<file path="src/hdl/usb_midi_event_packetizer_core_assert.svh">
// Assertion macros shared by the USB-MIDI event packetizer RTL.
// Needs nothing else. Each macro expands to one labeled concurrent assertion.
`ifndef USB_MIDI_EVENT_PACKETIZER_CORE_ASSERT_SVH
`define USB_MIDI_EVENT_PACKETIZER_CORE_ASSERT_SVH

// Consequent must hold in the same cycle as the antecedent.
`define UMEP_ASSERT_NOW(label, clk, rst_n, ante, cons) \
    label: assert property (@(posedge clk) disable iff (!rst_n) (ante) |-> (cons)) \
        else $error("%m: same-cycle check failed");

// Consequent must hold in the cycle after the antecedent.
`define UMEP_ASSERT_NEXT(label, clk, rst_n, ante, cons) \
    label: assert property (@(posedge clk) disable iff (!rst_n) (ante) |=> (cons)) \
        else $error("%m: next-cycle check failed");

`endif

</file>
<file path="src/hdl/umep_pkg.sv">
// Shared types and constants of the USB-MIDI event packetizer.
// Used by umep_framer and usb_midi_event_packetizer_core; depends on nothing.
package umep_pkg;

    typedef enum logic [1:0] {
        OP_SHORT    = 2'd0,
        OP_SX_START = 2'd1,
        OP_SX_DATA  = 2'd2,
        OP_SX_END   = 2'd3
    } t_op;

    // Code index numbers used by system-exclusive packets.
    localparam logic [3:0] CIN_SX_CONT = 4'h4;
    localparam logic [3:0] CIN_SX_END1 = 4'h5;
    localparam logic [3:0] CIN_SX_END2 = 4'h6;
    localparam logic [3:0] CIN_SX_END3 = 4'h7;

    localparam logic [7:0] SYSEX_START = 8'hF0;
    localparam logic [7:0] SYSEX_END   = 8'hF7;

    localparam logic [6:0] MAKER_ID_RST = 7'h41;
    localparam logic [6:0] COMMAND_RST  = 7'h12;

    // Register select is byte address bit 2.
    localparam logic REG_MAKER_ID = 1'b0;
    localparam logic REG_COMMAND  = 1'b1;

    typedef struct packed {
        t_op        op;
        logic [4:0] port;
        logic [1:0] msg_len;
        logic [7:0] byte_a;
        logic [7:0] byte_b;
        logic [7:0] byte_c;
    } t_item;

    // Header in the low byte, so the struct is the output tdata as is.
    typedef struct packed {
        logic [7:0] midi_b3;
        logic [7:0] midi_b2;
        logic [7:0] midi_b1;
        logic [7:0] header_byte;
    } t_packet;

    typedef struct packed {
        logic [6:0] maker_id;
        logic [6:0] command;
    } t_cfg;

endpackage

</file>
<file path="src/hdl/umep_framer.sv">
// Packet builder and system-exclusive framing state of the packetizer.
// Depends on umep_pkg and usb_midi_event_packetizer_core_assert.svh.
`include "usb_midi_event_packetizer_core_assert.svh"

module umep_framer (
    input  logic             i_clk,
    input  logic             i_rst_n,
    input  umep_pkg::t_item  i_item,
    input  umep_pkg::t_cfg   i_cfg,
    input  logic             i_advance,
    output logic             o_has_result,
    output umep_pkg::t_packet o_packet
);

    logic [1:0] r_held_count;
    logic [1:0] n_held_count;
    logic [3:0] r_sysex_cable;
    logic [3:0] n_sysex_cable;
    logic [7:0] r_held [2];
    logic       held_wr;
    logic [3:0] cable;

    // Cable is port minus one, wrapping within four bits.
    assign cable = i_item.port[3:0] - 4'd1;

    always_comb begin
        n_held_count  = r_held_count;
        n_sysex_cable = r_sysex_cable;
        held_wr       = 1'b0;
        o_has_result  = 1'b1;
        o_packet      = '0;
        unique case (i_item.op)
            umep_pkg::OP_SHORT: begin
                o_packet.header_byte = {cable, i_item.byte_a[7:4]};
                o_packet.midi_b1     = i_item.byte_a;
                o_packet.midi_b2     = i_item.msg_len[1] ? i_item.byte_b : 8'd0;
                o_packet.midi_b3     = (i_item.msg_len == 2'd3) ? i_item.byte_c : 8'd0;
            end
            umep_pkg::OP_SX_START: begin
                n_sysex_cable        = cable;
                n_held_count         = 2'd0;
                o_packet.header_byte = {cable, umep_pkg::CIN_SX_CONT};
                o_packet.midi_b1     = umep_pkg::SYSEX_START;
                o_packet.midi_b2     = {1'b0, i_cfg.maker_id};
                o_packet.midi_b3     = {1'b0, i_cfg.command};
            end
            umep_pkg::OP_SX_DATA: begin
                if (r_held_count[1]) begin
                    o_packet.header_byte = {r_sysex_cable, umep_pkg::CIN_SX_CONT};
                    o_packet.midi_b1     = r_held[0];
                    o_packet.midi_b2     = r_held[1];
                    o_packet.midi_b3     = i_item.byte_a;
                    n_held_count         = 2'd0;
                end else begin
                    o_has_result = 1'b0;
                    held_wr      = 1'b1;
                    n_held_count = r_held_count + 2'd1;
                end
            end
            umep_pkg::OP_SX_END: begin
                n_held_count = 2'd0;
                unique case (r_held_count)
                    2'd0: begin
                        o_packet.header_byte = {r_sysex_cable, umep_pkg::CIN_SX_END1};
                        o_packet.midi_b1     = umep_pkg::SYSEX_END;
                    end
                    2'd1: begin
                        o_packet.header_byte = {r_sysex_cable, umep_pkg::CIN_SX_END2};
                        o_packet.midi_b1     = r_held[0];
                        o_packet.midi_b2     = umep_pkg::SYSEX_END;
                    end
                    default: begin
                        o_packet.header_byte = {r_sysex_cable, umep_pkg::CIN_SX_END3};
                        o_packet.midi_b1     = r_held[0];
                        o_packet.midi_b2     = r_held[1];
                        o_packet.midi_b3     = umep_pkg::SYSEX_END;
                    end
                endcase
            end
        endcase
    end

    always_ff @(posedge i_clk) begin
        if (!i_rst_n) begin
            r_held_count  <= 2'd0;
            r_sysex_cable <= 4'd0;
        end else if (i_advance) begin
            r_held_count  <= n_held_count;
            r_sysex_cable <= n_sysex_cable;
        end
    end

    // Held bytes are only read after they have been written.
    always_ff @(posedge i_clk) begin
        if (i_advance && held_wr) begin
            r_held[r_held_count[0]] <= i_item.byte_a;
        end
    end

    `UMEP_ASSERT_NOW(a_count_range, i_clk, i_rst_n, 1'b1, r_held_count != 2'd3)
    `UMEP_ASSERT_NOW(a_silent_only_on_data, i_clk, i_rst_n, !o_has_result,
        (i_item.op == umep_pkg::OP_SX_DATA) && !r_held_count[1])
    `UMEP_ASSERT_NEXT(a_hold_counts_up, i_clk, i_rst_n, i_advance && held_wr,
        r_held_count == $past(r_held_count) + 2'd1)

endmodule

</file>
<file path="src/hdl/usb_midi_event_packetizer_core.sv">
// Top level of the USB-MIDI event packetizer: input register, APB registers,
// framer and a two-entry output queue. Depends on umep_pkg, umep_framer and the assert header.
//
// Channel   Dir  Handshake          Payload
// s_*       in   s_tvalid/s_tready  tuser op, tdata port/msg_len/byte_a..c
// m_*       out  m_tvalid/m_tready  tdata header_byte/midi_b1..b3
// APB       in   psel/penable       sysex_maker_id at 0x0, sysex_command at 0x4
//
// One item per cycle is accepted unless the input stalls; its packet is then queued.
// Rate is set by the single input register feeding the framer and the output queue.
// Synchronous active-low reset clears the framing state and empties both stages.
// A stalled sink fills the two-entry queue; the input stalls only once it is full
// and the waiting item would produce a packet.
`include "usb_midi_event_packetizer_core_assert.svh"

module usb_midi_event_packetizer_core (
    input  logic        i_clk,
    input  logic        i_rst_n,
    input  logic        s_tvalid,
    output logic        s_tready,
    input  logic [31:0] s_tdata,   // port[4:0], msg_len[6:5], byte_a[14:7],
                                   // byte_b[22:15], byte_c[30:23], zero [31]
    input  logic [1:0]  s_tuser,   // op[1:0]
    output logic        m_tvalid,
    input  logic        m_tready,
    output logic [31:0] m_tdata,   // header_byte[7:0], midi_b1[15:8],
                                   // midi_b2[23:16], midi_b3[31:24]
    input  logic        psel,
    input  logic        penable,
    input  logic        pwrite,
    input  logic [2:0]  paddr,
    input  logic [31:0] pwdata,
    output logic [31:0] prdata,
    output logic        pready
);

    logic               r_in_valid;
    umep_pkg::t_item    r_in;
    umep_pkg::t_item    in_item;
    umep_pkg::t_cfg     r_cfg;
    logic               has_result;
    umep_pkg::t_packet  packet;
    logic               move;
    logic               push;
    logic               pop;
    umep_pkg::t_packet  r_q [2];
    logic               r_wr_ptr;
    logic               r_rd_ptr;
    logic [1:0]         r_count;

    // Configuration port.
    assign pready = 1'b1;
    assign prdata = (paddr[2] == umep_pkg::REG_COMMAND) ? {25'd0, r_cfg.command}
                                                        : {25'd0, r_cfg.maker_id};

    always_ff @(posedge i_clk) begin
        if (!i_rst_n) begin
            r_cfg.maker_id <= umep_pkg::MAKER_ID_RST;
            r_cfg.command  <= umep_pkg::COMMAND_RST;
        end else if (psel && penable && pwrite && pready) begin
            unique case (paddr[2])
                umep_pkg::REG_MAKER_ID: r_cfg.maker_id <= pwdata[6:0];
                umep_pkg::REG_COMMAND:  r_cfg.command  <= pwdata[6:0];
            endcase
        end
    end

    // Input register.
    assign in_item.op      = umep_pkg::t_op'(s_tuser);
    assign in_item.port    = s_tdata[4:0];
    assign in_item.msg_len = s_tdata[6:5];
    assign in_item.byte_a  = s_tdata[14:7];
    assign in_item.byte_b  = s_tdata[22:15];
    assign in_item.byte_c  = s_tdata[30:23];

    // An item leaves the input register unless its packet has nowhere to go.
    assign move     = r_in_valid && (!has_result || (r_count != 2'd2));
    assign s_tready = !r_in_valid || move;

    always_ff @(posedge i_clk) begin
        if (!i_rst_n) begin
            r_in_valid <= 1'b0;
        end else if (s_tready) begin
            r_in_valid <= s_tvalid;
        end
    end

    always_ff @(posedge i_clk) begin
        if (s_tvalid && s_tready) begin
            r_in <= in_item;
        end
    end

    umep_framer u_framer (
        .i_clk        (i_clk),
        .i_rst_n      (i_rst_n),
        .i_item       (r_in),
        .i_cfg        (r_cfg),
        .i_advance    (move),
        .o_has_result (has_result),
        .o_packet     (packet)
    );

    // Two-entry output queue.
    assign push     = move && has_result;
    assign pop      = m_tvalid && m_tready;
    assign m_tvalid = (r_count != 2'd0);
    assign m_tdata  = r_q[r_rd_ptr];

    always_ff @(posedge i_clk) begin
        if (!i_rst_n) begin
            r_wr_ptr <= 1'b0;
            r_rd_ptr <= 1'b0;
            r_count  <= 2'd0;
        end else begin
            if (push) begin
                r_wr_ptr <= !r_wr_ptr;
            end
            if (pop) begin
                r_rd_ptr <= !r_rd_ptr;
            end
            if (push && !pop) begin
                r_count <= r_count + 2'd1;
            end else if (pop && !push) begin
                r_count <= r_count - 2'd1;
            end
        end
    end

    always_ff @(posedge i_clk) begin
        if (push) begin
            r_q[r_wr_ptr] <= packet;
        end
    end

    `UMEP_ASSERT_NOW(a_queue_bound, i_clk, i_rst_n, 1'b1, r_count != 2'd3)
    `UMEP_ASSERT_NEXT(a_queue_grows, i_clk, i_rst_n, push && !pop,
        r_count == $past(r_count) + 2'd1)
    `UMEP_ASSERT_NOW(a_stall_reason, i_clk, i_rst_n, !s_tready,
        r_in_valid && has_result && (r_count == 2'd2))

endmodule
</file>
<file path="config.mk">
export PLATFORM = sky130hd
export DESIGN_NAME = usb_midi_event_packetizer_core
export DESIGN_NICKNAME = d
export VERILOG_FILES = /design/src/hdl/umep_pkg.sv /design/src/hdl/umep_framer.sv /design/src/hdl/usb_midi_event_packetizer_core.sv
export VERILOG_INCLUDE_DIRS = /design/src /design/src/hdl
export SDC_FILE = /design/constraint.sdc
export NUM_CORES = 1
export LEC_CHECK = 0
export BUFFER_PORTS_ARGS = -buffer_cell sky130_fd_sc_hd__buf_2
export CAP_MARGIN = 10
export CORE_AREA = 2 2 130 119
export DETAILED_ROUTE_END_ITERATION = 7
export DIE_AREA = 0 0 132 121
export GPL_ROUTABILITY_DRIVEN = 0
export HOLD_SLACK_MARGIN = 0.15
export PLACE_DENSITY = 0.62
export SLEW_MARGIN = 25
export SYNTH_ARGS = -nofsm -noshare
export SYNTH_HDL_FRONTEND = slang
export SYNTH_SLANG_ARGS = --single-unit
</file>
<file path="constraint.sdc">
create_clock -name i_clk -period 3.4 [get_ports i_clk]
set_input_delay 0.51 -clock i_clk [delete_from_list [all_inputs] [get_ports i_clk]]
set_output_delay 0.51 -clock i_clk [all_outputs]
set_load 0.005 [all_outputs]
</file>
==> summary.md, run 1 <==
| Metric | Value |
|---|---|
| Slew headroom | 49.79% |
| H-tree depth | 4 |
| Maximum VDD drop | 0.4023 mV |
| Flop2flop setup slack | 1.06 ns |
| RR Startpoint | r_in[31] |
| Die Y | 121 µm |
| Worst setup EP type | output pin |
| Fmax | 393.3 MHz |
| Seq/Total Area, Yosys | 67.65% |
| Final Critical Period | 2.542 ns |
| CP Class | flip-flop to output pin |
| Synthesized instance count | 423 |
| Ys flop type | edfxtp_1 |
| Worst r2r path cells | 6 |
| Reg2reg end | r_count[1] |
| Pwr Density | 628.2 nW/µm² |
| WP data required | 2.89 ns |
| Post-DP Area | 6325 µm² |
| Crit path DAT | 2.03 ns |
| Synth top area cells | edfxtp_1 (59%), dfxtp_1 (9.1%), mux2_2 (7.3%), buf_4 (3.7%), nand2_1 (3.7%) |
| CTS clk-pin slew, worst paths | 0.05 ns |
| Layout fillers | 1,327 |
| RSZ-0062 raised after global routing | false |
| Initial antenna violation count | 0 |
| Final period utilization | 74.77% |
| Cell type with the largest total area after synthesis | edfxtp_1 |
| Post-CTS Resized | 0 |
| Fraction of layout cells with a size suffix above 1 | 30.75% |
| Setup crit start kind | flip-flop |
| # IOs | 143 |
| Max-slew violation count | 0 |
| Max Clock Skew | 0.004549 ns |
| Port Buffers | 87 |
| Nets@finish | 595 |
| WL final | 11,610 µm |
| Avg Cell Area, Syn | 13.57 µm² |
| DIE AREA | 15,970 µm² |
| GRT Total Usage | 15.60% |
| Hold path endpoint | r_in[0] |
| Post-synth top cells | edfxtp_1 (112), nand2_1 (56), mux2_2 (37) |
| Core area | 14,560 µm² |
| Worst hold slack | 0.2717 ns |
| Antenna diodes | 0 |
| Worst hold-check path type | input pin to flip-flop |
| Yosys top cell area share | 58.59% |
| Asr flop ratio synth | 0% |
| Hold path depth | 1 |
| Leakage Power | 2.589 nW |
| CTS Buf Count | 17 |
| Most common cell in the netlist | edfxtp_1 |
| DR vias | 3,523 |
| Synth Cell Area | 5741 µm² |
| Routed len/inst | 15.94 µm |
| Die X | 132 µm |
| Max-Cap Viols | 0 |
| Post-synth cell types | 44 |
| # rows | 42 |
| Drt first pass iters | 6 |
| Final setup viols | 0 |
| Largest net degree at the start of global routing | 37 |
| Initial Util | 39.44% |
| Remaining Overflow, GRT | 0 |
| Clock Sinks | 138 |
| Worst-margin pin slew | 0.7532 ns |
| Sum of negative setup slack | 0 ns |
| First-pass GRT wire length | 18,460 µm |
| HPWL after detailed placement | 8212 µm |
| CP Max Fanout | 23 |
| CTS tree | done |
| Longest Clk Path Bufs | 2 |
| Clk_lat worst skew | 0.41 ns |
| Final design utilization | 47.03% |
| Antenna-violating nets left | 0 |
| CTS Root Buffer Type | clkbuf_16 |
| Outcome | finished, final reports clean |
| Vias in the first global route | 3,535 |
| FF+latch area | 3884 µm² |
| Area occupied by multi-input gates | 1635 µm² |
| CTS Hold Buffers Added | 0 |
| Number of flops mapped to enable cells by yosys | 112 |
| Routed vias/inst | 4.839 |
| Beginning of the worst hold path | s_tdata[23] |
| Warnings, synthesis | 0 |
| Final Hold Viols | 0 |
| Post-CTS Setup Inserts | 0 |
| Number of synthesized register bits | 138 |
| DRT iter0 DRCs | 215 |
| Area added between synthesis and finish | 19.25% |
| Final Cell Area | 6845 µm² |
| Residual DRC | 0 |
sequential cells by signal (all words and copies together), names as in the netlist, named ones only:
register / count
r_q: 64
u_framer.r_held: 16
r_count: 2
r_in: 32
r_cfg: 14
r_in_valid: 1
r_rd_ptr: 1
u_framer.r_held_count: 2
u_framer.r_sysex_cable: 4
r_wr_ptr: 1
layer usage:
layer,share of wire (%),global-route usage [%],vias to the layer above,wire length [µm]
met3,6.9,4.804,13,805
met5,0,0,-,0
met4,1.6,6.590,0,188
met2,47,24.54,122,5411
li1,-,-,1690,-
met1,45,20.10,1698,5201
cell type report:
| cell class | instances | area share [%] |
|---|---|---|
| inverters | 6 | 0.3290 |
| multi-input cells | 257 | 23.89 |
| clock inverters | 11 | 1.170 |
| repair buffers | 97 | 7.823 |
| clock buffers | 21 | 6.434 |
| flip-flops and latches | 138 | 56.74 |
| well taps | 198 | 3.619 |
power breakdown:
part / switching (mW) / leakage, nW / internal, mW
Combinational: 0.329 / 1.08 / 0.328
Sequential: 0.0581 / 1.26 / 1.97
Clock: 0.629 / 0.251 / 0.986
layout by cell type, fill, tap and decap left out, drive strengths merged, types with 8 or more instances in the layout:
cell,count
a21boi,12
a21oi,12
buf,97
clkbuf,21
clkinv,8
conb,26
dfxtp,26
edfxtp,112
mux2,39
nand2,56
nand3,8
nor2,24
o21ai,11
stage by stage:
stage | power, mW | cells | worst slack [ns]
6_report | 4.300 | 728 | 0.8577
5_1_grt | 4.502 | 728 | 0.7310
4_1_cts | 4.356 | 728 | 0.8411
3_5_place_dp | 2.734 | 696 | 1.065
3_3_place_gp | 2.716 | 696 | 1.129
2_1_floorplan | 2.489 | 447 | 0.4770
cell families (layout without fill, tap and decap cells):
family,count (synthesis),count (layout),synth area share (%)
flops,138,138,67.65
simple gates,117,117,9.307
compound gates,67,67,8.392
buf+inv,52,135,5.514
mux,39,39,7.650
xor+xnor,6,6,0.9154
fa+ha+maj,2,2,0.4359
other cells,2,26,0.1308
how the worst max path moves through the flow:
| stage | slack, ns | end | startpoint |
|---|---|---|---|
| 3_5_place_dp | 1.07 | r_count[1] | r_in[31] |
| 5_1_grt | 0.73 | s_tready | r_in[31] |
| 4_1_cts | 0.84 | s_tready | r_in[31] |
| 6_report | 0.86 | s_tready | r_in[31] |
| 3_3_place_gp | 1.13 | r_in[4] | r_in[31] |
| 2_1_floorplan | 0.48 | r_in[0] | r_in[31] |
worst max-delay path, stage by stage, from the launching register on:
cell	delay [ns]
edfxtp_1	0.70
or3b_1	0.53
and4b_1	0.24
inv_1	0.06
buf_2	0.10
Note: power is estimated with default switching activity, not from simulation.
==> run 2, diff against run 1 <==
clock period = 2.6 ns   (was 3.4 ns; I/O delays follow)
==> summary.md, run 2 (synthesis results as in run 1) <==
| Metric | Value |
|---|---|
| Outcome | finished, final reports clean |
| Routed len/inst | 16.13 µm (+1.2%) |
| Non-Filler Instances | 747 (+2.6%) |
| Max-Cap Viols | 0 (unchanged) |
| Inst Count DP | 697 (+0.14%) |
| Residual DRC | 0 (unchanged) |
| GRT Total Usage | 15.70% (+0.098 points) |
| Largest net degree at the start of global routing | 37 (unchanged) |
| Worst setup EP type | output pin |
| CP Class | flip-flop to output pin |
| Fmax | 490.0 MHz |
| H-tree depth | 4 (unchanged) |
| Setup crit start kind | flip-flop |
| Max-slew violation count | 0 (unchanged) |
| WP data required | 2.21 ns (-0.68 ns) |
| CTS tree | done |
| # rows | 42 (unchanged) |
| DIE AREA | 15,970 µm² (unchanged) |
| Post-CTS Setup Inserts | 0 (unchanged) |
| Post-DP Area | 6307 µm² (-0.28%) |
| Clock Sinks | 138 (unchanged) |
| Area added between synthesis and finish | 23.19% |
| CTS Root Buffer Type | clkbuf_16 |
| Maximum VDD drop | 0.5098 mV (+27%) |
| Crit path DAT | 1.65 ns (-0.38 ns) |
| Worst-margin pin slew | 0.7026 ns (-0.05062 ns) |
| Sum of negative setup slack | 0 ns (unchanged) |
| Top reg by flops | r_q |
| CP Cell Sequence | buf_4 -> mux2_2 -> buf_2 |
| Remaining Overflow, GRT | 0 (unchanged) |
| Max Clock Skew | 0.007266 ns (+0.002717 ns) |
| Routed vias/inst | 4.787 (-1.1%) |
| Layout fillers | 1,286 (-3.1%) |
| Die Y | 121 µm (unchanged) |
| Largest register FFs | 64 (unchanged) |
| Final period utilization | 78.50% |
| Final Hold Viols | 0 (unchanged) |
| Drt first pass iters | 4 (-2) |
| Clk_lat worst skew | 0.41 ns (about the same) |
| Antenna diodes | 0 (unchanged) |
| Initial Util | 39.44% (unchanged) |
| Most common cell after layout, fill and taps aside | edfxtp_1 |
| Vias in the first global route | 3,543 (+0.23%) |
| Worst hold slack | 0.1691 ns (-0.1026 ns) |
| WL final | 12,050 µm (+3.8%) |
| Worst hold-check path type | input pin to flip-flop |
| DRT iter0 DRCs | 223 (+3.7%) |
| Slew headroom | 52.74% (+3.0 points) |
| CTS clk-pin slew, worst paths | 0.05 ns (about the same) |
| # IOs | 143 (unchanged) |
| Pwr Density | 832.0 nW/µm² (+32%) |
| Antenna-violating nets left | 0 (unchanged) |
| Die X | 132 µm (unchanged) |
| Critical path's top delay family | buffers and inverters |
| Post-CTS Resized | 0 (unchanged) |
| RSZ-0062 raised after global routing | false |
| CTS Buf Count | 17 (unchanged) |
| First-pass GRT wire length | 18,660 µm (+1.1%) |
| Port Buffers | 87 (unchanged) |
| Longest Clk Path Bufs | 2 (unchanged) |
| Final Critical Period | 2.041 ns |
| Fraction of layout cells with a size suffix above 1 | 30.42% (-0.34 points) |
| Initial antenna violation count | 0 (unchanged) |
| Most frequent cells in the layout | edfxtp_1 (112), buf_2 (87), nand2_1 (56) |
| Final setup viols | 0 (unchanged) |
| Largest stage delay, worst path | 0.40 ns (-0.30 ns) |
| Core area | 14,560 µm² (unchanged) |
| Nets@finish | 614 (+3.2%) |
| Final Cell Area | 7072 µm² (+3.3%) |
| Crit path buf inv count | 2 (unchanged) |
| HPWL after detailed placement | 8285 µm (+0.89%) |
| CP max-delay cell | mux2_2 |
| Leakage Power | 2.686 nW (+3.8%) |
| DR vias | 3,576 (+1.5%) |
| CP Max Fanout | 32 (+39%) |
-- run 2: cell type report --
| cell class | count | area [µm²] | area share [%] |
|---|---|---|---|
| clock buffer | 18 | 429.2 | 6.069 |
| clock inverter | 14 | 155.1 | 2.194 |
| inverter | 6 | 22.52 | 0.3185 |
| multi-input combinational | 257 | 1635 | 23.12 |
| sequential | 138 | 3884 | 54.92 |
| tap | 198 | 247.7 | 3.503 |
| timing repair buffer | 116 | 698.2 | 9.873 |
-- run 2: path summary, 6_finish.rpt --
kind,start,endpoint,cells after the start,slack (ns)
worst max-delay path,flip-flop,m_tdata[24],3,0.56
worst min-delay path,s_tdata[7],r_in[16],1,0.17
worst min register to register,r_cfg[0],r_cfg[0],2,0.49
worst max register to register,r_in[31],r_in[1],4,0.67
-- run 2: metal layers --
layer / share of wire (%) / vias up / GRT usage [%]
met5: 0 / - / 0
met4: 1.6 / 0 / 5.910
met3: 8.3 / 15 / 5.388
met2: 46 / 132 / 24.54
met1: 44 / 1703 / 20.27
li1: - / 1726 / -
-- run 2: power breakdown --
group / switching [mW] / internal [mW] / leakage (nW)
Clock: 0.870 / 1.49 / 0.276
Sequential: 0.0718 / 2.58 / 1.26
Combinational: 0.437 / 0.438 / 1.15
Total: 1.38 / 4.51 / 2.69
-- run 2: metrics by stage --
step | power [mW] | util, % | setup slack [ns]
6_report | 5.883 | 48.58 | 0.5590
5_1_grt | 6.126 | 48.58 | 0.4657
4_1_cts | 5.946 | 48.44 | 0.5241
3_5_place_dp | 3.564 | 43.33 | 0.6763
3_3_place_gp | 3.542 | 43.33 | 0.6969
2_1_floorplan | 3.255 | - | 0.03367
-- run 2: repair_timing --
item	4_1_cts	5_1_grt
setup endpoints to repair	0	0
hold endpoints to repair	16	2
hold buffers	16	2
